===== src/rtl/core/glyph_quad_vertex_generator_top_assert.svh =====
// assertion helpers for the core modules, included by gqvg_back
`ifndef GLYPH_QUAD_VERTEX_GENERATOR_TOP_ASSERT_SVH
`define GLYPH_QUAD_VERTEX_GENERATOR_TOP_ASSERT_SVH

// condition holds at every edge out of reset
`define GQVG_ASSERT_HOLD(label, cond, msg) \
   label: assert property (@(posedge clock) disable iff (reset) (cond)) else $error(msg);

// antecedent implies consequent in the same cycle
`define GQVG_ASSERT_IMPL(label, ante, cons, msg) \
   label: assert property (@(posedge clock) disable iff (reset) (ante) |-> (cons)) \
      else $error(msg);

// antecedent implies consequent in the next cycle
`define GQVG_ASSERT_NEXT(label, ante, cons, msg) \
   label: assert property (@(posedge clock) disable iff (reset) (ante) |=> (cons)) \
      else $error(msg);

`endif


===== src/rtl/core/gqvg_pkg.sv =====
package gqvg_pkg;

   typedef enum logic [1:0] {
      OP_WRITE = 2'd0,
      OP_START = 2'd1,
      OP_DRAW  = 2'd2
   } op_type;

   typedef enum logic [1:0] {
      KIND_START = 2'd0,
      KIND_SPACE = 2'd1,
      KIND_DRAW  = 2'd2
   } kind_type;

   localparam logic [1:0] CSR_LINE_HEIGHT   = 2'd0;
   localparam logic [1:0] CSR_SPACE_ADVANCE = 2'd1;
   localparam logic [1:0] CSR_GLYPH_GAP     = 2'd2;

   localparam logic [7:0] SPACE_CODE = 8'd32;

   localparam int QUEUE_DEPTH = 4;
   localparam int QPTR_W      = $clog2(QUEUE_DEPTH);
   localparam int QCNT_W      = $clog2(QUEUE_DEPTH + 1);

   typedef struct packed {
      logic [16:0] left;
      logic [16:0] right;
      logic [7:0]  width;
   } glyph_type;

   typedef struct packed {
      logic [11:0] line_height;
      logic [7:0]  space_advance;
      logic [7:0]  glyph_gap;
   } cfg_type;

   typedef struct packed {
      kind_type    kind;
      logic [15:0] x;
      logic [15:0] y;
      glyph_type   glyph;
   } entry_type;

endpackage


===== src/rtl/core/gqvg_queue.sv =====
module gqvg_queue (
   input  logic                clock,
   input  logic                reset,
   input  logic                push_valid,
   output logic                push_ready,
   input  gqvg_pkg::entry_type push_entry,
   output logic                head_valid,
   input  logic                pop,
   output gqvg_pkg::entry_type head_entry
);
   import gqvg_pkg::*;

   entry_type          mem_ff [QUEUE_DEPTH];
   logic [QPTR_W-1:0]  wr_ptr_ff;
   logic [QPTR_W-1:0]  rd_ptr_ff;
   logic [QCNT_W-1:0]  count_ff;
   logic [QCNT_W-1:0]  count_in;
   logic               push;
   logic               take;

   assign push_ready = count_ff != QCNT_W'(QUEUE_DEPTH);
   assign head_valid = count_ff != '0;
   assign push       = push_valid && push_ready;
   assign take       = pop && head_valid;
   assign head_entry = mem_ff[rd_ptr_ff];

   always_comb begin
      count_in = count_ff;
      if (push && !take) begin
         count_in = count_ff + 1'b1;
      end else if (take && !push) begin
         count_in = count_ff - 1'b1;
      end
   end

   always_ff @(posedge clock) begin
      if (reset) begin
         wr_ptr_ff <= '0;
         rd_ptr_ff <= '0;
         count_ff  <= '0;
      end else begin
         count_ff <= count_in;
         if (push) begin
            wr_ptr_ff <= wr_ptr_ff + 1'b1;
         end
         if (take) begin
            rd_ptr_ff <= rd_ptr_ff + 1'b1;
         end
      end
   end

   always_ff @(posedge clock) begin
      if (push) begin
         mem_ff[wr_ptr_ff] <= push_entry;
      end
   end
endmodule


===== config.mk =====
export PLATFORM = sky130hd
export DESIGN_NAME = gqvg_queue
export DESIGN_NICKNAME = d
export VERILOG_FILES = /design/src/rtl/core/glyph_quad_vertex_generator_top_assert.svh /design/src/rtl/core/gqvg_pkg.sv /design/src/rtl/core/gqvg_queue.sv
export SDC_FILE = /design/constraint.sdc
export NUM_CORES = 1
export LEC_CHECK = 0
export ABC_AREA = 1
export BUFFER_PORTS_ARGS = -buffer_cell sky130_fd_sc_hd__buf_2
export CAP_MARGIN = 0
export CORE_MARGIN = 2
export CORE_UTILIZATION = 54
export CTS_BUF_LIST = sky130_fd_sc_hd__clkbuf_8
export DETAILED_ROUTE_END_ITERATION = 8
export PLACE_DENSITY_LB_ADDON = 0.15
export SLEW_MARGIN = 10
export SYNTH_ARGS = -nofsm -noshare
export SYNTH_HDL_FRONTEND = slang
export SYNTH_SLANG_ARGS = --single-unit

===== constraint.sdc =====
create_clock -name clock -period 4.4 [get_ports clock]
set_input_delay 0.66 -clock clock [delete_from_list [all_inputs] [get_ports clock]]
set_output_delay 0.66 -clock clock [all_outputs]
set_load 0.02 [all_outputs]

==> impl_metrics.tcl, run 1 <==
set metrics [dict create \
    run_status "completed" \
    power-per-cell-area_nw_per_um2 589 \
    starting_drt_drc_count 557 \
    boundaryPins 158 \
    holdCritStartpoint "push_entry[25]" \
    via_per_inst 5.48 \
    route.vias.total 7051 \
    synth_warnings 0 \
    post_cts.resized_instances 0 \
    layout.cell_area.non_filler_sq_um 13700 \
    htree_num_levels 2 \
    layout-area-overhead-vs-synth_pct 15.2 \
    die_w_um 152 \
    initial_standard_cell_utilization_of_the_core_pct 54.8 \
    grt.overflow.total 0 \
    synth_seq_area_share_pct 78.4 \
    fill_cell_count 1629 \
    worstReg2RegStart "count_ff[0]$_SDFFE_PP0P_" \
    critPathLaunchType "flip-flop" \
    holdBufCountCts 0 \
    timing.clock.skew_ps 6.74 \
    cts-root-to-sink-buffers 3 \
    endpoint_kind "output pin" \
    clock_insertion_delay_worst_skew_ps 540 \
    detail-route-antenna-nets 0 \
    ir_drop_uv 432 \
    synth.net_count 889 \
    timing.critical_path.required_ps 3740 \
    overall_fraction_of_global_route_tracks_in_use_pct 19.9 \
    post_drt_wl_per_cell_um 18.2 \
    cts_tree "done" \
    floorplan.die.height_um 152 \
    grt_setup_unrepaired "false" \
    io_buffer_count 157 \
    final-hold-violation-count 0 \
    antenna_found_initial 4 \
    worst-endpoint-arrival_ps 2450 \
    worst_hold_path_class "input pin to flip-flop" \
    max_clock_freq_mhz 321 \
    core.rowCount 54 \
    critical_path_peak_fanout 152 \
    routed_wl_mm 23.4 \
    final_nets 1056 \
    post-cts-setup-buffers 0 \
    hold-worst-slack_ps 332 \
    synth_area_sq_um 11900 \
    gp_congestion 0.734 \
    dp_hpwl_mm 12.3 \
    clock_slew_at_the_register_clock_pins_of_the_worst_setup_and_hold_paths_ps 60 \
    final_util_pct 63.1 \
    die_footprint_sq_um 23200 \
    power_after_layout_uw 8070 \
    pin_count_of_the_biggest_net_entering_global_routing 153 \
    final_worst_path_period_share_pct 70.7 \
    drive_gt1_share_pct 25.3 \
    finalCriticalPeriod_ps 3110 \
    timing.hold.worst_path_depth 1 \
    report.final.setup_viol 0 \
    detailedPlace.worstSlack_ps 1800 \
    firstDrtPassIters 5 \
    critical_path.reg2reg.endpoint "mem_ff[3][48]$_DFFE_PP_" \
    number_of_global_route_vias_before_repair 7004 \
    regToRegSetupSlack_ps 2100 \
    cts.root.buffer_cell "clkbuf_8" \
    setup_slack_ps 1290 \
    postSynthRegisterBits 313 \
    static-leakage-power_uw 0.00485 \
    rr_worst_depth 5 \
    netlist_instances 803 \
    drv.max_cap_violation_count 0 \
    syn_area_per_cell_sq_um 14.8 \
    cts_buffers 48 \
    timing.max_slew.rel_slack_pct 41.5 \
    count_of_unresolved_drc_violations_after_routing 0 \
    worst_pin_slew_ps 878 \
    core_area_sq_um 21700 \
    maxSlewViolCount 0 \
    worst-setup-path-type "flip-flop to output pin" \
    synthDistinctLibCells 25 \
    cts.sinks 313 \
    timing.hold.worst_endpoint "mem_ff[0][25]$_DFFE_PP_" \
    grt_pass1_wl_mm 36.3 \
    post_dp_cell_area_sq_um 12800 \
]
-- power breakdown --
part           total [uW]  internal (uW)  switching (uW)
Clock                2240           1210            1030
Combinational        2070            602            1470
Sequential           3750           3630             128
Total                8070           5440            2620
-- layer usage --
metal	track usage (%)	vias to the layer above	wire [um]	share of wire [%]
met5	0	-	34	0.15
met4	6.19	6	501	2.1
met3	5.46	53	1580	6.7
met2	32.6	222	11300	48
met1	26.2	3416	10000	43
li1	-	3354	-	-
-- cell families after synthesis --
| logic type | share of synthesized area [%] |
|---|---|
| AO/OA/AOI/OAI | 10.8 |
| XOR/XNOR | 0.0738 |
| adder cells (fa/ha/maj) | 0.695 |
| buffers and inverters | 3.72 |
| flip-flops | 78.4 |
| AND/OR/NAND/NOR | 6.29 |
-- cell type report --
cell class | count | area (sq um) | share of cell area (%)
Clock buffer | 53 | 729 | 5.33
Tap cell | 280 | 350 | 2.56
Inverter | 16 | 67.6 | 0.494
Timing Repair Buffer | 166 | 891 | 6.51
Clock inverter | 31 | 174 | 1.27
Antenna cell | 2 | 5.00 | 0.0366
Multi-Input combinational cell | 425 | 2160 | 15.8
Sequential cell | 313 | 9310 | 68.0
-- critical path: stages (launching register included) --
cell and delay (ps):
dfxtp_4 540, inv_8 710, o21ai_0 180, o22ai_1 220, buf_2 210
-- placed cells by master, fill, tap and decap left out, drive strengths merged --
cell type and instances:
edfxtp 304, buf 166, nor2 166, o21ai 153, o22ai 76, clkbuf 53
inv 30, nand2 15, clkinv 15, dfxtp 9, ha 5, nand3 4
a21oi 3, diode 2, bufinv 2, xor2 1, nand3b 1, fa 1
-- registers in the layout, summed over array words and instances (netlist names), named ones only --
signal	flops
mem_ff	304
rd_ptr_ff	2
wr_ptr_ff	2
count_ff	3
-- how the worst max path moves through the flow --
stage	cells past startpoint	slack, ps	end
final	4	1290	head_entry[71]
after global placement	4	1840	head_entry[63]
after global routing	4	1040	head_entry[8]
after floorplan	4	-100	mem_ff[0][0]$_DFFE_PP_
after detailed placement	4	1800	head_entry[2]
after CTS	4	1210	head_entry[2]
-- synthesized netlist by cell type --
cell | instances | area (sq um)
dfxtp_1 | 9 | 180
nor2_1 | 150 | 563
o21ai_0 | 149 | 746
nor2_2 | 16 | 100
inv_8 | 1 | 11.3
buf_12 | 2 | 40.0
buf_4 | 8 | 60.1
ha_1 | 5 | 62.6
buf_8 | 7 | 105
edfxtp_1 | 304 | 9130
xor2_1 | 1 | 8.76
o22ai_1 | 71 | 444
fa_1 | 1 | 20.0
buf_6 | 4 | 45.0
clkbuf_1 | 13 | 48.8
nand2_1 | 15 | 56.3
inv_1 | 14 | 52.6
nand3_1 | 4 | 20.0
o22ai_2 | 5 | 62.6
a21oi_1 | 3 | 15.0
buf_2 | 8 | 40.0
o21ai_1 | 4 | 20.0
clkbuf_2 | 7 | 35.0
inv_2 | 1 | 3.75
nand3b_1 | 1 | 7.51
-- per-stage QoR --
step,instances,setup TNS (ps)
2_1_floorplan,803,-31750
3_3_place_gp,1200,0
3_5_place_dp,1200,0
4_1_cts,1284,0
5_1_grt,1284,0
6_report,1286,0
No activity file was read; power rests on OpenSTA's default activity.
==> inputs of run 2 (changes only) <==
--- a/config.mk
+++ b/config.mk
@@ -5,11 +5,11 @@
 export SDC_FILE = /design/constraint.sdc
 export NUM_CORES = 1
 export LEC_CHECK = 0
-export ABC_AREA = 1
+export ABC_AREA = 0
 export BUFFER_PORTS_ARGS = -buffer_cell sky130_fd_sc_hd__buf_2
 export CAP_MARGIN = 0
 export CORE_MARGIN = 2
-export CORE_UTILIZATION = 54
+export CORE_UTILIZATION = 59
 export CTS_BUF_LIST = sky130_fd_sc_hd__clkbuf_8
 export DETAILED_ROUTE_END_ITERATION = 8
 export PLACE_DENSITY_LB_ADDON = 0.15
==> constraint.sdc (replaced) <==
create_clock -name clock -period 3 [get_ports clock]
set_input_delay 0.45 -clock clock [delete_from_list [all_inputs] [get_ports clock]]
set_output_delay 0.45 -clock clock [all_outputs]
set_load 0.02 [all_outputs]
==> run 2 against run 1 <==
Compared with the run above: hold slack got worse by 210 ps; register-to-register slack got worse by 1500 ps; synthesized cell count decreased by 45%; first-iteration DRC count decreased by 54%; global-route usage increased by 0.44 points; critical path depth decreased by 1; count of clock-buffer cells in the layout decreased by 4; largest power group unchanged.
==> impl_metrics.tcl, run 2 <==
set metrics [dict create \
    htree_num_levels 2 \
    pin_count_of_the_biggest_net_entering_global_routing 41 \
    layout.area.seq_sq_um 9320 \
    synth_area_sq_um 11500 \
    run_status "completed" \
    route.vias.total 5237 \
    via_per_inst 5.55 \
    worst_pin_slew_ps 633 \
    synth.top_cell.area_share_pct 79.5 \
    fill_cell_count 1249 \
    core_area_sq_um 19300 \
    timing.max_slew.rel_slack_pct 57.8 \
    layout.cells.most_common_list "edfxtp_1, buf_2, mux4_2, clkbuf_8, inv_1" \
    complex_gate_fraction_of_the_synthesized_area_pct 0.327 \
    yosys.area_share.xor_xnor_pct 0.305 \
    yosys.cell_count.top_type "edfxtp_1" \
    cts_tree "done" \
    routed_wl_mm 20.4 \
    synth.net_count 531 \
    synth-edff-count 304 \
    synth_fa_ha_area_share_pct 0.720 \
    postSynthRegisterBits 313 \
    io_buffer_count 157 \
    drv.max_cap_violation_count 0 \
    detailedPlace.worstSlack_ps 684 \
    grt_setup_unrepaired "false" \
    clock_slew_at_the_register_clock_pins_of_the_worst_setup_and_hold_paths_ps 60 \
    drive_gt1_share_pct 46.2 \
    firstDrtPassIters 6 \
    grt_pass1_wl_mm 30.8 \
    main_combinational_cell_family_by_area_after_synthesis "multiplexers" \
    overall_fraction_of_global_route_tracks_in_use_pct 20.3 \
    worst_hold_path_class "input pin to flip-flop" \
    die_footprint_sq_um 20600 \
    worst-setup-path-type "flip-flop to output pin" \
    holdBufCountCts 0 \
    gp_congestion 0.717 \
    synth_seq_area_share_pct 81.1 \
    max_reg_flops 304 \
    timing.critical_path.required_ps 2550 \
    worst-endpoint-arrival_ps 2200 \
    largest_register "mem_ff" \
    critical_path_peak_fanout 22 \
    synth_simple_gate_area_share_pct 0.730 \
    power-per-cell-area_nw_per_um2 856 \
    setup_slack_ps 350 \
    final_worst_path_period_share_pct 88.3 \
    report.final.setup_viol 0 \
    yosys.area.top_type "edfxtp_1" \
    syn_area_per_cell_sq_um 25.8 \
    cts-root-to-sink-buffers 3 \
    cts.root.buffer_cell "clkbuf_8" \
    multiInputGateArea_sq_um 1990 \
    timing.clock.skew_ps 15.7 \
    grt.overflow.total 0 \
    starting_drt_drc_count 254 \
    fin_setup_tns_ps 0 \
    ir_drop_uv 564 \
    netlist_instances 445 \
    floorplan.die.height_um 143 \
    cts.sinks 313 \
    layout-area-overhead-vs-synth_pct 17.2 \
    cts_buffers 48 \
    endpoint_kind "output pin" \
    finalCriticalPeriod_ps 2650 \
    detail-route-antenna-nets 0 \
    initial_standard_cell_utilization_of_the_core_pct 59.6 \
    boundaryPins 158 \
    number_of_global_route_vias_before_repair 5693 \
    top_regs "mem_ff: 304 flops, count_ff: 3 flops" \
    post_drt_wl_per_cell_um 21.6 \
    synthDistinctLibCells 25 \
    antenna_found_initial 2 \
    die_w_um 143 \
    synth_warnings 0 \
    count_of_unresolved_drc_violations_after_routing 0 \
    core.rowCount 51 \
    post-cts-setup-buffers 0 \
    synth.area.mux_share_pct 15.2 \
    critPathLaunchType "flip-flop" \
    clock_insertion_delay_worst_skew_ps 540 \
    synth.area.top_cells "edfxtp_1, mux4_2, dfxtp_1, buf_12, ha_1" \
    static-leakage-power_uw 0.00458 \
    async_flop_share_pct 0 \
    ys.flop_type "edfxtp_1" \
    maxSlewViolCount 0 \
    mostFrequentLayoutCell "edfxtp_1" \
    post_cts.resized_instances 0 \
    final-hold-violation-count 0 \
    dp_hpwl_mm 12.6 \
    final_nets 734 \
    top_cell_types_by_occurrence_after_synthesis "edfxtp_1, mux4_2, dfxtp_1" \
    max_clock_freq_mhz 377 \
]
-- run 2: cell count changes in the layout (fill, tap and decap cells not counted), sizes merged, moves of 5 or more --
cell,delta
o22ai,-76
o21ai,-152
nand2,-14
nor2,-158
mux4,+76
inv,-14
buf,+5
-- run 2: area by class of cell --
type / count / area share [%]
Sequential cell: 313 / 69.3
Antenna cell: 1 / 0.0186
Timing Repair Buffer: 171 / 7.37
Inverter: 3 / 0.0837
Clock inverter: 31 / 0.986
Clock buffer: 49 / 5.01
Multi-Input combinational cell: 111 / 14.8
Tap cell: 265 / 2.46
-- run 2: final timing paths --
kind	endpoint	start	cells past startpoint	slack (ps)
worst min-delay path	mem_ff[1][19]$_DFFE_PP_	push_entry[19]	1	120
worst max-delay path	head_entry[27]	flip-flop	3	350
worst max register to register	count_ff[2]$_SDFFE_PP0P_	count_ff[0]$_SDFFE_PP0P_	8	650
worst min register to register	wr_ptr_ff[1]$_SDFFE_PP0P_	wr_ptr_ff[1]$_SDFFE_PP0P_	2	530
-- run 2: through the flow --
step | hold slack, ps | cells | total power, uW | cell area (sq um) | util [%]
after floorplan | 482 | 445 | 7760 | 11500 | -
after global placement | 492 | 863 | 8600 | 12600 | 65.6
after CTS | 83.2 | 943 | 11700 | 13400 | 69.8
after global routing | 85.2 | 943 | 12000 | 13400 | 69.8
final | 120 | 944 | 11500 | 13500 | 69.8
after detailed placement | 519 | 863 | 8700 | 12600 | 65.6
-- run 2: per-layer routing --
| layer | share of wire (%) | routed length, um | GRT usage, % |
|---|---|---|---|
| met5 | 0.064 | 13 | 0 |
| met3 | 7.4 | 1520 | 6.73 |
| met2 | 51 | 10500 | 34.3 |
| met1 | 39 | 8010 | 25.4 |
| met4 | 1.8 | 361 | 5.93 |
-- run 2: logic make-up after synthesis --
group,after synthesis
AOI/OAI and AO/OA,5
xor gates and xnor gates,4
adders and majority gates,6
buffers and inverters,21
DFF,313
muxes,79
and+or+nand+nor,17
-- run 2: worst max-delay path, cell delays in order, from the launching register on --
cell and delay (ps):
dfxtp_4 630, buf_12 280, mux4_2 550, buf_2 180
-- run 2: where the power goes --
group | internal [uW] | switching, uW
combinational | 1330 | 1670
sequential | 5310 | 234
clock | 1500 | 1470
total | 8140 | 3370
