--- src/rtl/core/glyph_quad_vertex_generator_top_assert.svh ---
// assertion helpers for the core modules, included by gqvg_back
`ifndef GLYPH_QUAD_VERTEX_GENERATOR_TOP_ASSERT_SVH
`define GLYPH_QUAD_VERTEX_GENERATOR_TOP_ASSERT_SVH

// condition holds at every edge out of reset
`define GQVG_ASSERT_HOLD(label, cond, msg) \
   label: assert property (@(posedge clock) disable iff (reset) (cond)) else $error(msg);

// antecedent implies consequent in the same cycle
`define GQVG_ASSERT_IMPL(label, ante, cons, msg) \
   label: assert property (@(posedge clock) disable iff (reset) (ante) |-> (cons)) \
      else $error(msg);

// antecedent implies consequent in the next cycle
`define GQVG_ASSERT_NEXT(label, ante, cons, msg) \
   label: assert property (@(posedge clock) disable iff (reset) (ante) |=> (cons)) \
      else $error(msg);

`endif

--- src/rtl/core/gqvg_pkg.sv ---
package gqvg_pkg;

   typedef enum logic [1:0] {
      OP_WRITE = 2'd0,
      OP_START = 2'd1,
      OP_DRAW  = 2'd2
   } op_type;

   typedef enum logic [1:0] {
      KIND_START = 2'd0,
      KIND_SPACE = 2'd1,
      KIND_DRAW  = 2'd2
   } kind_type;

   localparam logic [1:0] CSR_LINE_HEIGHT   = 2'd0;
   localparam logic [1:0] CSR_SPACE_ADVANCE = 2'd1;
   localparam logic [1:0] CSR_GLYPH_GAP     = 2'd2;

   localparam logic [7:0] SPACE_CODE = 8'd32;

   localparam int QUEUE_DEPTH = 4;
   localparam int QPTR_W      = $clog2(QUEUE_DEPTH);
   localparam int QCNT_W      = $clog2(QUEUE_DEPTH + 1);

   typedef struct packed {
      logic [16:0] left;
      logic [16:0] right;
      logic [7:0]  width;
   } glyph_type;

   typedef struct packed {
      logic [11:0] line_height;
      logic [7:0]  space_advance;
      logic [7:0]  glyph_gap;
   } cfg_type;

   typedef struct packed {
      kind_type    kind;
      logic [15:0] x;
      logic [15:0] y;
      glyph_type   glyph;
   } entry_type;

endpackage

--- src/rtl/core/gqvg_back.sv ---
module gqvg_back (
   input  logic                clock,
   input  logic                reset,
   input  gqvg_pkg::cfg_type   cfg,
   input  logic                head_valid,
   input  gqvg_pkg::entry_type head_entry,
   output logic                pop,
   output logic                rsp_valid,
   input  logic                rsp_ready,
   output logic [15:0]         rsp_vertex_index,
   output logic [15:0]         rsp_pos_x,
   output logic [15:0]         rsp_pos_y,
   output logic [16:0]         rsp_tex_u,
   output logic                rsp_tex_v,
   output logic                rsp_last
);
   import gqvg_pkg::*;

   `include "glyph_quad_vertex_generator_top_assert.svh"

   logic [15:0] pen_x_ff;
   logic [15:0] pen_x_in;
   logic [15:0] pen_y_ff;
   logic [15:0] pen_y_in;
   logic [15:0] vcount_ff;
   logic [15:0] vcount_in;
   logic [1:0]  k_ff;
   logic [1:0]  k_in;
   logic        rsp_valid_ff;
   logic        rsp_valid_in;
   logic [15:0] index_ff;
   logic [15:0] pos_x_ff;
   logic [15:0] pos_y_ff;
   logic [16:0] tex_u_ff;
   logic        tex_v_ff;
   logic        last_ff;
   logic        out_free;
   logic        load;
   logic [15:0] x1;
   logic [15:0] y1;
   logic        right_side;
   logic        bottom;

   assign out_free   = !rsp_valid_ff || rsp_ready;
   assign x1         = pen_x_ff + {8'd0, head_entry.glyph.width};
   assign y1         = pen_y_ff - {4'd0, cfg.line_height};
   // corner order: top-left, bottom-right, bottom-left, top-right
   assign right_side = k_ff[0];
   assign bottom     = k_ff[0] ^ k_ff[1];

   always_comb begin
      load      = 1'b0;
      pop       = 1'b0;
      pen_x_in  = pen_x_ff;
      pen_y_in  = pen_y_ff;
      vcount_in = vcount_ff;
      if (head_valid) begin
         case (head_entry.kind)
            KIND_START: begin
               pop       = 1'b1;
               pen_x_in  = head_entry.x;
               pen_y_in  = head_entry.y;
               vcount_in = '0;
            end
            KIND_SPACE: begin
               pop      = 1'b1;
               pen_x_in = pen_x_ff + {8'd0, cfg.space_advance};
            end
            KIND_DRAW: begin
               load = out_free;
               if (out_free && k_ff == 2'd3) begin
                  pop       = 1'b1;
                  pen_x_in  = x1 + {8'd0, cfg.glyph_gap};
                  vcount_in = vcount_ff + 16'd4;
               end
            end
            default: pop = 1'b1;
         endcase
      end
   end

   assign k_in         = load ? k_ff + 1'b1 : k_ff;
   assign rsp_valid_in = load || (rsp_valid_ff && !rsp_ready);

   always_ff @(posedge clock) begin
      if (reset) begin
         pen_x_ff     <= '0;
         pen_y_ff     <= '0;
         vcount_ff    <= '0;
         k_ff         <= '0;
         rsp_valid_ff <= 1'b0;
      end else begin
         pen_x_ff     <= pen_x_in;
         pen_y_ff     <= pen_y_in;
         vcount_ff    <= vcount_in;
         k_ff         <= k_in;
         rsp_valid_ff <= rsp_valid_in;
      end
   end

   always_ff @(posedge clock) begin
      if (load) begin
         index_ff <= vcount_ff + {14'd0, k_ff};
         pos_x_ff <= right_side ? x1 : pen_x_ff;
         pos_y_ff <= bottom ? y1 : pen_y_ff;
         tex_u_ff <= right_side ? head_entry.glyph.right : head_entry.glyph.left;
         tex_v_ff <= bottom;
         last_ff  <= k_ff == 2'd3;
      end
   end

   assign rsp_valid        = rsp_valid_ff;
   assign rsp_vertex_index = index_ff;
   assign rsp_pos_x        = pos_x_ff;
   assign rsp_pos_y        = pos_y_ff;
   assign rsp_tex_u        = tex_u_ff;
   assign rsp_tex_v        = tex_v_ff;
   assign rsp_last         = last_ff;

   // a quad in flight keeps its draw entry at the head of the queue
   `GQVG_ASSERT_IMPL(a_quad_holds_head, k_ff != 2'd0,
      head_valid && head_entry.kind == KIND_DRAW, "quad in flight without draw entry")

   // the closing corner of a quad is top-right and ends a group of four
   `GQVG_ASSERT_IMPL(a_last_corner, rsp_valid_ff && last_ff,
      index_ff[1:0] == 2'd3 && !tex_v_ff, "last beat is not the fourth corner")

   `GQVG_ASSERT_NEXT(a_draw_advance, pop && head_entry.kind == KIND_DRAW,
      pen_x_ff == $past(x1 + {8'd0, cfg.glyph_gap}) && k_ff == 2'd0,
      "pen advance after quad is wrong")
endmodule
--- config.mk ---
export PLATFORM = sky130hd
export DESIGN_NAME = gqvg_back
export DESIGN_NICKNAME = d
export VERILOG_FILES = /design/src/rtl/core/gqvg_pkg.sv /design/src/rtl/core/gqvg_back.sv
export VERILOG_INCLUDE_DIRS = /design/src /design/src/rtl/core
export SDC_FILE = /design/constraint.sdc
export NUM_CORES = 1
export LEC_CHECK = 0
export ABC_CLOCK_PERIOD_IN_PS = 8000
export BUFFER_PORTS_ARGS = -buffer_cell sky130_fd_sc_hd__buf_2
export CORE_MARGIN = 2
export CORE_UTILIZATION = 30
export CTS_CLUSTER_DIAMETER = 120
export DETAILED_ROUTE_END_ITERATION = 8
export GPL_ROUTABILITY_DRIVEN = 0
export PLACE_DENSITY = 0.58
export SETUP_SLACK_MARGIN = 0.4
export SLEW_MARGIN = 15
export SYNTH_ARGS = -nofsm -noshare
export SYNTH_HDL_FRONTEND = slang
export SYNTH_SLANG_ARGS = --single-unit
export TNS_END_PERCENT = 100
--- constraint.sdc ---
create_clock -name clock -period 8 [get_ports clock]
set_clock_uncertainty 0.05 [all_clocks]
set_input_delay 0.8 -clock clock [delete_from_list [all_inputs] [get_ports clock]]
set_output_delay 0.8 -clock clock [all_outputs]
set_load 0.05 [all_outputs]
==> results of run 1 <==
routing by layer:
| metal | vias to the layer above | track usage (%) | share of wire [%] |
|---|---|---|---|
| li1 | 2854 | - | - |
| met1 | 2638 | 19.9 | 46 |
| met2 | 226 | 24.9 | 46 |
| met3 | 14 | 4.32 | 7.4 |
| met4 | 0 | 4.72 | 1.0 |
| met5 | - | 0 | 0 |
cell usage in the layout (no fill, tap or decap), types with 6 or more instances in the layout:
| cell type | instances |
|---|---|
| buf_2 | 176 |
| nand2_1 | 77 |
| edfxtp_1 | 67 |
| a21oi_1 | 62 |
| dfxtp_1 | 48 |
| xnor2_1 | 44 |
| ha_1 | 44 |
| nor2_1 | 40 |
| inv_1 | 35 |
| mux2_2 | 31 |
| o21ai_0 | 27 |
| nand3_1 | 26 |
| clkbuf_16 | 17 |
| xor2_1 | 16 |
| nor3_1 | 16 |
| nand4_1 | 11 |
| a21o_1 | 8 |
| o211ai_1 | 8 |
| or3_1 | 6 |
| nand2b_1 | 6 |
| inv_6 | 6 |
cell type report:
cell class | instances | area (µm²)
Fill cell | 2311 | 14100
Multi-Input combinational cell | 513 | 3590
Sequential cell | 116 | 2990
Timing Repair Buffer | 179 | 903
Clock buffer | 17 | 425
Tap cell | 285 | 357
Clock inverter | 15 | 186
Inverter | 35 | 131
Antenna cell | 2 | 5.00
where the power goes:
group | internal [mW] | leakage [nW] | switching (mW)
Sequential | 0.654 | 1.05 | 0.0233
Combinational | 0.132 | 2.20 | 0.190
Clock | 0.473 | 0.300 | 0.330
state kept, by name, summed over array words and instances (netlist names):
| register | cells |
|---|---|
| rsp_tex_u | 17 |
| pen_x_ff | 16 |
| pen_y_ff | 16 |
| rsp_pos_x | 16 |
| rsp_pos_y | 16 |
| rsp_vertex_index | 16 |
| vcount_ff | 14 |
| k_ff | 2 |
| rsp_last | 1 |
| rsp_tex_v | 1 |
| rsp_valid | 1 |
critical path, stage by stage:
cell	delay, ns
buf_2	0.10
ha_1	0.35
a21oi_1	0.22
and2_2	0.19
o21ai_0	0.14
a21o_1	0.21
a21oi_1	0.17
xnor2_1	0.16
ha_1	0.27
or3_1	0.13
o21ai_0	0.07
a31oi_1	0.35
nand4_1	0.25
or3_1	0.41
a31oi_1	0.21
o41ai_2	0.09
worst max path at each step:
| stage | slack (ns) | cells after the start | startpoint | endpoint |
|---|---|---|---|---|
| after CTS | 4.11 | 16 | head_entry[2] | pen_x_ff[14]$_SDFFE_PP0P_ |
| after floorplan | 3.07 | 7 | head_entry[74] | k_ff[1]$_SDFFE_PP0P_ |
| after detailed placement | 3.66 | 16 | head_entry[2] | pen_x_ff[14]$_SDFFE_PP0P_ |
| after global routing | 3.77 | 15 | head_entry[0] | pen_x_ff[14]$_SDFFE_PP0P_ |
| after global placement | 3.75 | 15 | head_entry[0] | pen_x_ff[11]$_SDFFE_PP0P_ |
| final | 4.10 | 16 | head_entry[2] | pen_x_ff[14]$_SDFFE_PP0P_ |
cell families after synthesis:
family	share of synthesized area, %
flops	43.0
compound gates	15.1
buf+inv	5.51
simple gates	14.1
xor+xnor	8.02
mux	5.16
fa+ha+maj	9.07
metrics by stage:
step	util (%)	setup slack, ns	area (µm²)
finish	37.8	4.10	8590
global route	37.8	3.77	8590
CTS	37.8	4.11	8580
detailed placement	35.1	3.66	7970
global placement	35.1	3.75	7970
floorplan	-	3.07	6950
==> qor.yml, run 1 <==
routed_wl_mm: 18.4
fin_cells: 1162
track_usage_pct: 15.4
grt_max_degree: 50
drt_iter0_drc: 346
routedWlPerCell_um: 15.8
cts_tree: "done"
area_growth_pct: 23.5
core_um2: 22700
totalPowerFinal_mw: 1.80
avgSynthCellArea_um2: 9.78
yosysMostFrequentCell: "nand2_1"
setup_violations: 0
grt_pass1_wl_mm: 29.2
drcViolationCount: 0
ir_drop_uv: 125
start_kind: "input port"
cts_resized: 0
fmax_mhz: 256
cts_max_level: 4
cts_setup_buffers: 0
yosys-top-cells-count: "77 x nand2_1, 67 x edfxtp_1, 62 x a21oi_1"
crit-reg2reg-capture: "pen_x_ff[14]$_SDFFE_PP0P_"
netlist.area_leader.share_pct: 28.9
drive_above_1_share_pct: 29.7
worstHoldEndpoint: "rsp_vertex_index[15]$_DFFE_PP_"
synth_nets: 867
die_h_um: 156
cellPowerDensity_nw_per_um2: 210
hold_class: "flop to flop"
worstMarginPinSlew_ns: 0.922
ys.flop_type: "edfxtp_1"
dieArea_um2: 24400
maxCapViolations: 0
synth_edf_count: 67
syn_inst: 711
path_max_fanout: 5
drtAntennaViolNets: 0
finalCritPeriodShare_pct: 48.8
reg2reg_slack_ns: 4.21
cts_buffers: 17
vias: 5732
async_reset_ff_share_pct: 0
holdWs_ns: 0.412
maxSlewHeadroom_pct: 38.5
synth-seq-cells: 116
status: "complete, no violations"
syn-cell-area_um2: 6950
cts_max_path_buffers: 2
place_hpwl_mm: 13.4
die_w_um: 156
io_buffers: 176
fin_nets: 1018
grt-ovfl-total: 0
reg2reg_depth: 15
start_util_pct: 30.6
netlist_top_cells_area: "edfxtp_1 29%, dfxtp_1 14%, ha_1 7.9%, xnor2_1 5.5%, mux2_2 5.0%"
fin_setup_tns_ns: 0
drt-pass1-iter-count: 5
r2r-start: "pen_x_ff[2]$_SDFFE_PP0P_"
clk_pin_slew_ns: 0.06
critPathArrivalTime_ns: 4.14
holdPathStages: 0
synth_warnings: 0
grt_pass1_vias: 5648
required_ns: 8.23
power_leakage_nw: 3.55
yosysSeqAreaShare_pct: 43.0
yosysTopAreaCell: "edfxtp_1"
ys_types: 72
clock_latency_ns: 0.42
viasPerCell: 4.93
num_rows: 55
antenna_found_initial: 2
final-hold-violation-count: 0
drv_slew: 0
end_kind: "flop"
cts_hold_buf: 0
pin_count: 177
path_class: "input port to flop"
cts_root_buffer: "clkbuf_16"
placed_cells: 1128
fin_crit_ns: 3.90
clock-sinks: 116
rsz0062_at_grt: "no"
min_from: "vcount_ff[15]$_SDFFE_PP0P_"
(Power assumes the default switching activity.)
==> run 2, diff against run 1 <==
--- a/config.mk
+++ b/config.mk
@@ -6,14 +6,14 @@
 export SDC_FILE = /design/constraint.sdc
 export NUM_CORES = 1
 export LEC_CHECK = 0
-export ABC_CLOCK_PERIOD_IN_PS = 8000
+export ABC_CLOCK_PERIOD_IN_PS = 3400
 export BUFFER_PORTS_ARGS = -buffer_cell sky130_fd_sc_hd__buf_2
 export CORE_MARGIN = 2
 export CORE_UTILIZATION = 30
 export CTS_CLUSTER_DIAMETER = 120
 export DETAILED_ROUTE_END_ITERATION = 8
 export GPL_ROUTABILITY_DRIVEN = 0
-export PLACE_DENSITY = 0.58
+export PLACE_DENSITY = 0.6
 export SETUP_SLACK_MARGIN = 0.4
 export SLEW_MARGIN = 15
 export SYNTH_ARGS = -nofsm -noshare
==> constraint.sdc (replaced) <==
create_clock -name clock -period 3.4 [get_ports clock]
set_clock_uncertainty 0.05 [all_clocks]
set_input_delay 0.34 -clock clock [delete_from_list [all_inputs] [get_ports clock]]
set_output_delay 0.34 -clock clock [all_outputs]
set_load 0.05 [all_outputs]
==> run 2 against run 1 <==
Combinational power rose to 3.0 times the previous value. Worst hold slack worse by 0.31 ns. Power grew 140%. Via count up 3.3%. Highest routed layer unchanged. Count of clock-buffer cells in the layout is the same. Clock power grew 120%.
==> qor.yml, run 2 (synthesis gave the netlist of run 1 again) <==
clock-sinks: 116  # unchanged
cts_buffers: 17  # unchanged
die_h_um: 156  # unchanged
antenna_found_initial: 0  # -2
pin_count: 177  # unchanged
final_common_cell: "buf_2"
critPathArrivalTime_ns: 3.61  # -0.53 ns
setup_violations: 0  # unchanged
fin_crit_ns: 3.36
required_ns: 3.65  # -4.58 ns
gr-usage-met1_pct: 19.7  # -0.18 points
finalCritPeriodShare_pct: 98.8
largest_reg_flops: 17  # unchanged
rsz0062_at_grt: "yes"
track_usage_pct: 15.4  # +0.092 points
drt_iter0_drc: 289  # -16%
holdWs_ns: 0.104  # -0.308 ns
clk_pin_slew_ns: 0.06  # about the same
fin_cells: 1192  # +2.6%
power_leakage_nw: 3.75  # +5.7%
end_kind: "flop"
cp_num_buf_inv: 1  # unchanged
crit-reg2reg-capture: "pen_x_ff[15]$_SDFFE_PP0P_"
busiest_layer: "met2"
num_rows: 55  # unchanged
ir_drop_uv: 269  # +110%
status: "complete, no violations"
io_buffers: 176  # unchanged
drive_above_1_share_pct: 36.6  # +6.9 points
layout_common_cells: "176 x buf_2, 76 x nand2_1, 67 x edfxtp_1"
min_from: "head_entry[49]"
cts_root_buffer: "clkbuf_16"
grt_pass1_wl_mm: 29.4  # +0.95%
cts_tree: "done"
diodes: 0  # -2
core_um2: 22700  # unchanged
cp_slowest_cell: "fa_2"
vias: 5921  # +3.3%
cpPeakStageDelay_ns: 0.42  # about the same
drv_slew: 0  # unchanged
maxCapViolations: 0  # unchanged
path_max_fanout: 3  # -2
drcViolationCount: 0  # unchanged
hold_class: "input port to flop"
fmax_mhz: 298
viasPerCell: 4.97  # +0.70%
worstHoldEndpoint: "pen_y_ff[7]$_SDFFE_PP0P_"
grt_pass1_vias: 5790  # +2.5%
fin_util_pct: 40.1  # +2.3 points
place_hpwl_mm: 13.5  # +0.81%
gr-usage-met2_pct: 25.9  # +1.0 points
met3_usage_pct: 3.82  # -0.50 points
reg2reg_slack_ns: 0.04  # -4.17 ns
dieArea_um2: 24400  # unchanged
reg2reg_depth: 15  # unchanged
area_growth_pct: 30.9
grt-ovfl-total: 0  # unchanged
routed_wl_mm: 18.9  # +2.8%
maxSlewHeadroom_pct: 51.5  # +13 points
worstMarginPinSlew_ns: 0.727  # -0.195 ns
clock_latency_ns: 0.42  # about the same
drtAntennaViolNets: 0  # unchanged
path_class: "flop to flop"
path_delay_family: "compound AO/OA/AOI/OAI gates"
placed_cells: 1144  # +1.4%
cellPowerDensity_nw_per_um2: 477  # +130%
final-hold-violation-count: 0  # unchanged
r2r-start: "pen_x_ff[0]$_SDFFE_PP0P_"
crit_chain: "ha_4, fa_2, a21oi_4, o21ai_2, a21oi_2, xnor2_2, ha_1, and2_4, a211o_1, o311a_4, o2111ai_4, buf_4, or4_1, nand3_1, a211oi_1"
routedWlPerCell_um: 15.8  # +0.17%
cts_max_path_buffers: 2  # unchanged
fin_nets: 1050  # +3.1%
holdPathStages: 3  # +3
start_kind: "flop"
grt_max_degree: 70  # +40%
die_w_um: 156  # unchanged
start_util_pct: 30.6  # unchanged
totalPowerFinal_mw: 4.34  # +140%
cts_max_level: 4  # unchanged
drt-pass1-iter-count: 4  # -1
run 2: cell type report:
cell class                      instances  area [µm²]
Clock buffer                           17         425
Clock inverter                         15         161
Fill cell                            2217       13600
Inverter                               35         131
Multi-Input combinational cell        513        3860
Sequential cell                       116        3000
Tap cell                              285         357
Timing Repair Buffer                  211        1160
run 2: through the flow:
step           setup TNS [ns]  setup slack, ns  cell area, µm²
2_1_floorplan               0            0.345            7030
3_3_place_gp          -0.0583          -0.0348            8180
3_5_place_dp           -0.300           -0.121            8180
4_1_cts                     0            0.128            8880
5_1_grt                -0.310           -0.117            9100
6_report                    0           0.0409            9100
run 2: power breakdown:
group	internal, mW	switching [mW]	leakage, nW
sequential	1.54	0.0409	1.05
combinational	0.426	0.541	2.42
clock	1.04	0.755	0.279
run 2: metal layers:
metal | part of all wire (%) | vias up
met5 | 0 | -
met4 | 1.5 | 0
met3 | 6.5 | 25
met2 | 47 | 203
met1 | 45 | 2775
li1 | - | 2918
run 2: worst max-delay path by stage:
| stage | cells past startpoint | from | slack (ns) | to |
|---|---|---|---|---|
| global placement | 15 | head_entry[0] | -0.03 | pen_x_ff[11]$_SDFFE_PP0P_ |
| detailed placement | 15 | head_entry[0] | -0.12 | pen_x_ff[13]$_SDFFE_PP0P_ |
| CTS | 14 | pen_x_ff[0]$_SDFFE_PP0P_ | 0.13 | pen_x_ff[11]$_SDFFE_PP0P_ |
| global route | 14 | pen_x_ff[0]$_SDFFE_PP0P_ | -0.12 | pen_x_ff[11]$_SDFFE_PP0P_ |
| floorplan | 14 | head_entry[0] | 0.34 | pen_x_ff[11]$_SDFFE_PP0P_ |
| finish | 15 | pen_x_ff[0]$_SDFFE_PP0P_ | 0.04 | pen_x_ff[15]$_SDFFE_PP0P_ |
run 2: repair_timing:
action / in CTS / in global routing
pin swaps: 16 / 25
resized for setup: 12 / 31
hold buffers: 0 / 0
buffers inserted: 9 / 7
hold endpoints to repair: 0 / 0
setup endpoints to repair: 10 / 13
run 2: worst reg2reg max path, cell delays in order (launching register included):
cell,delay [ns]
dfxtp_2,0.34
ha_4,0.17
fa_2,0.42
a21oi_4,0.16
o21ai_2,0.07
a21oi_2,0.17
xnor2_2,0.11
ha_1,0.30
and2_4,0.16
a211o_1,0.13
o311a_4,0.22
o2111ai_4,0.18
buf_4,0.19
or4_1,0.38
nand3_1,0.10
a211oi_1,0.07
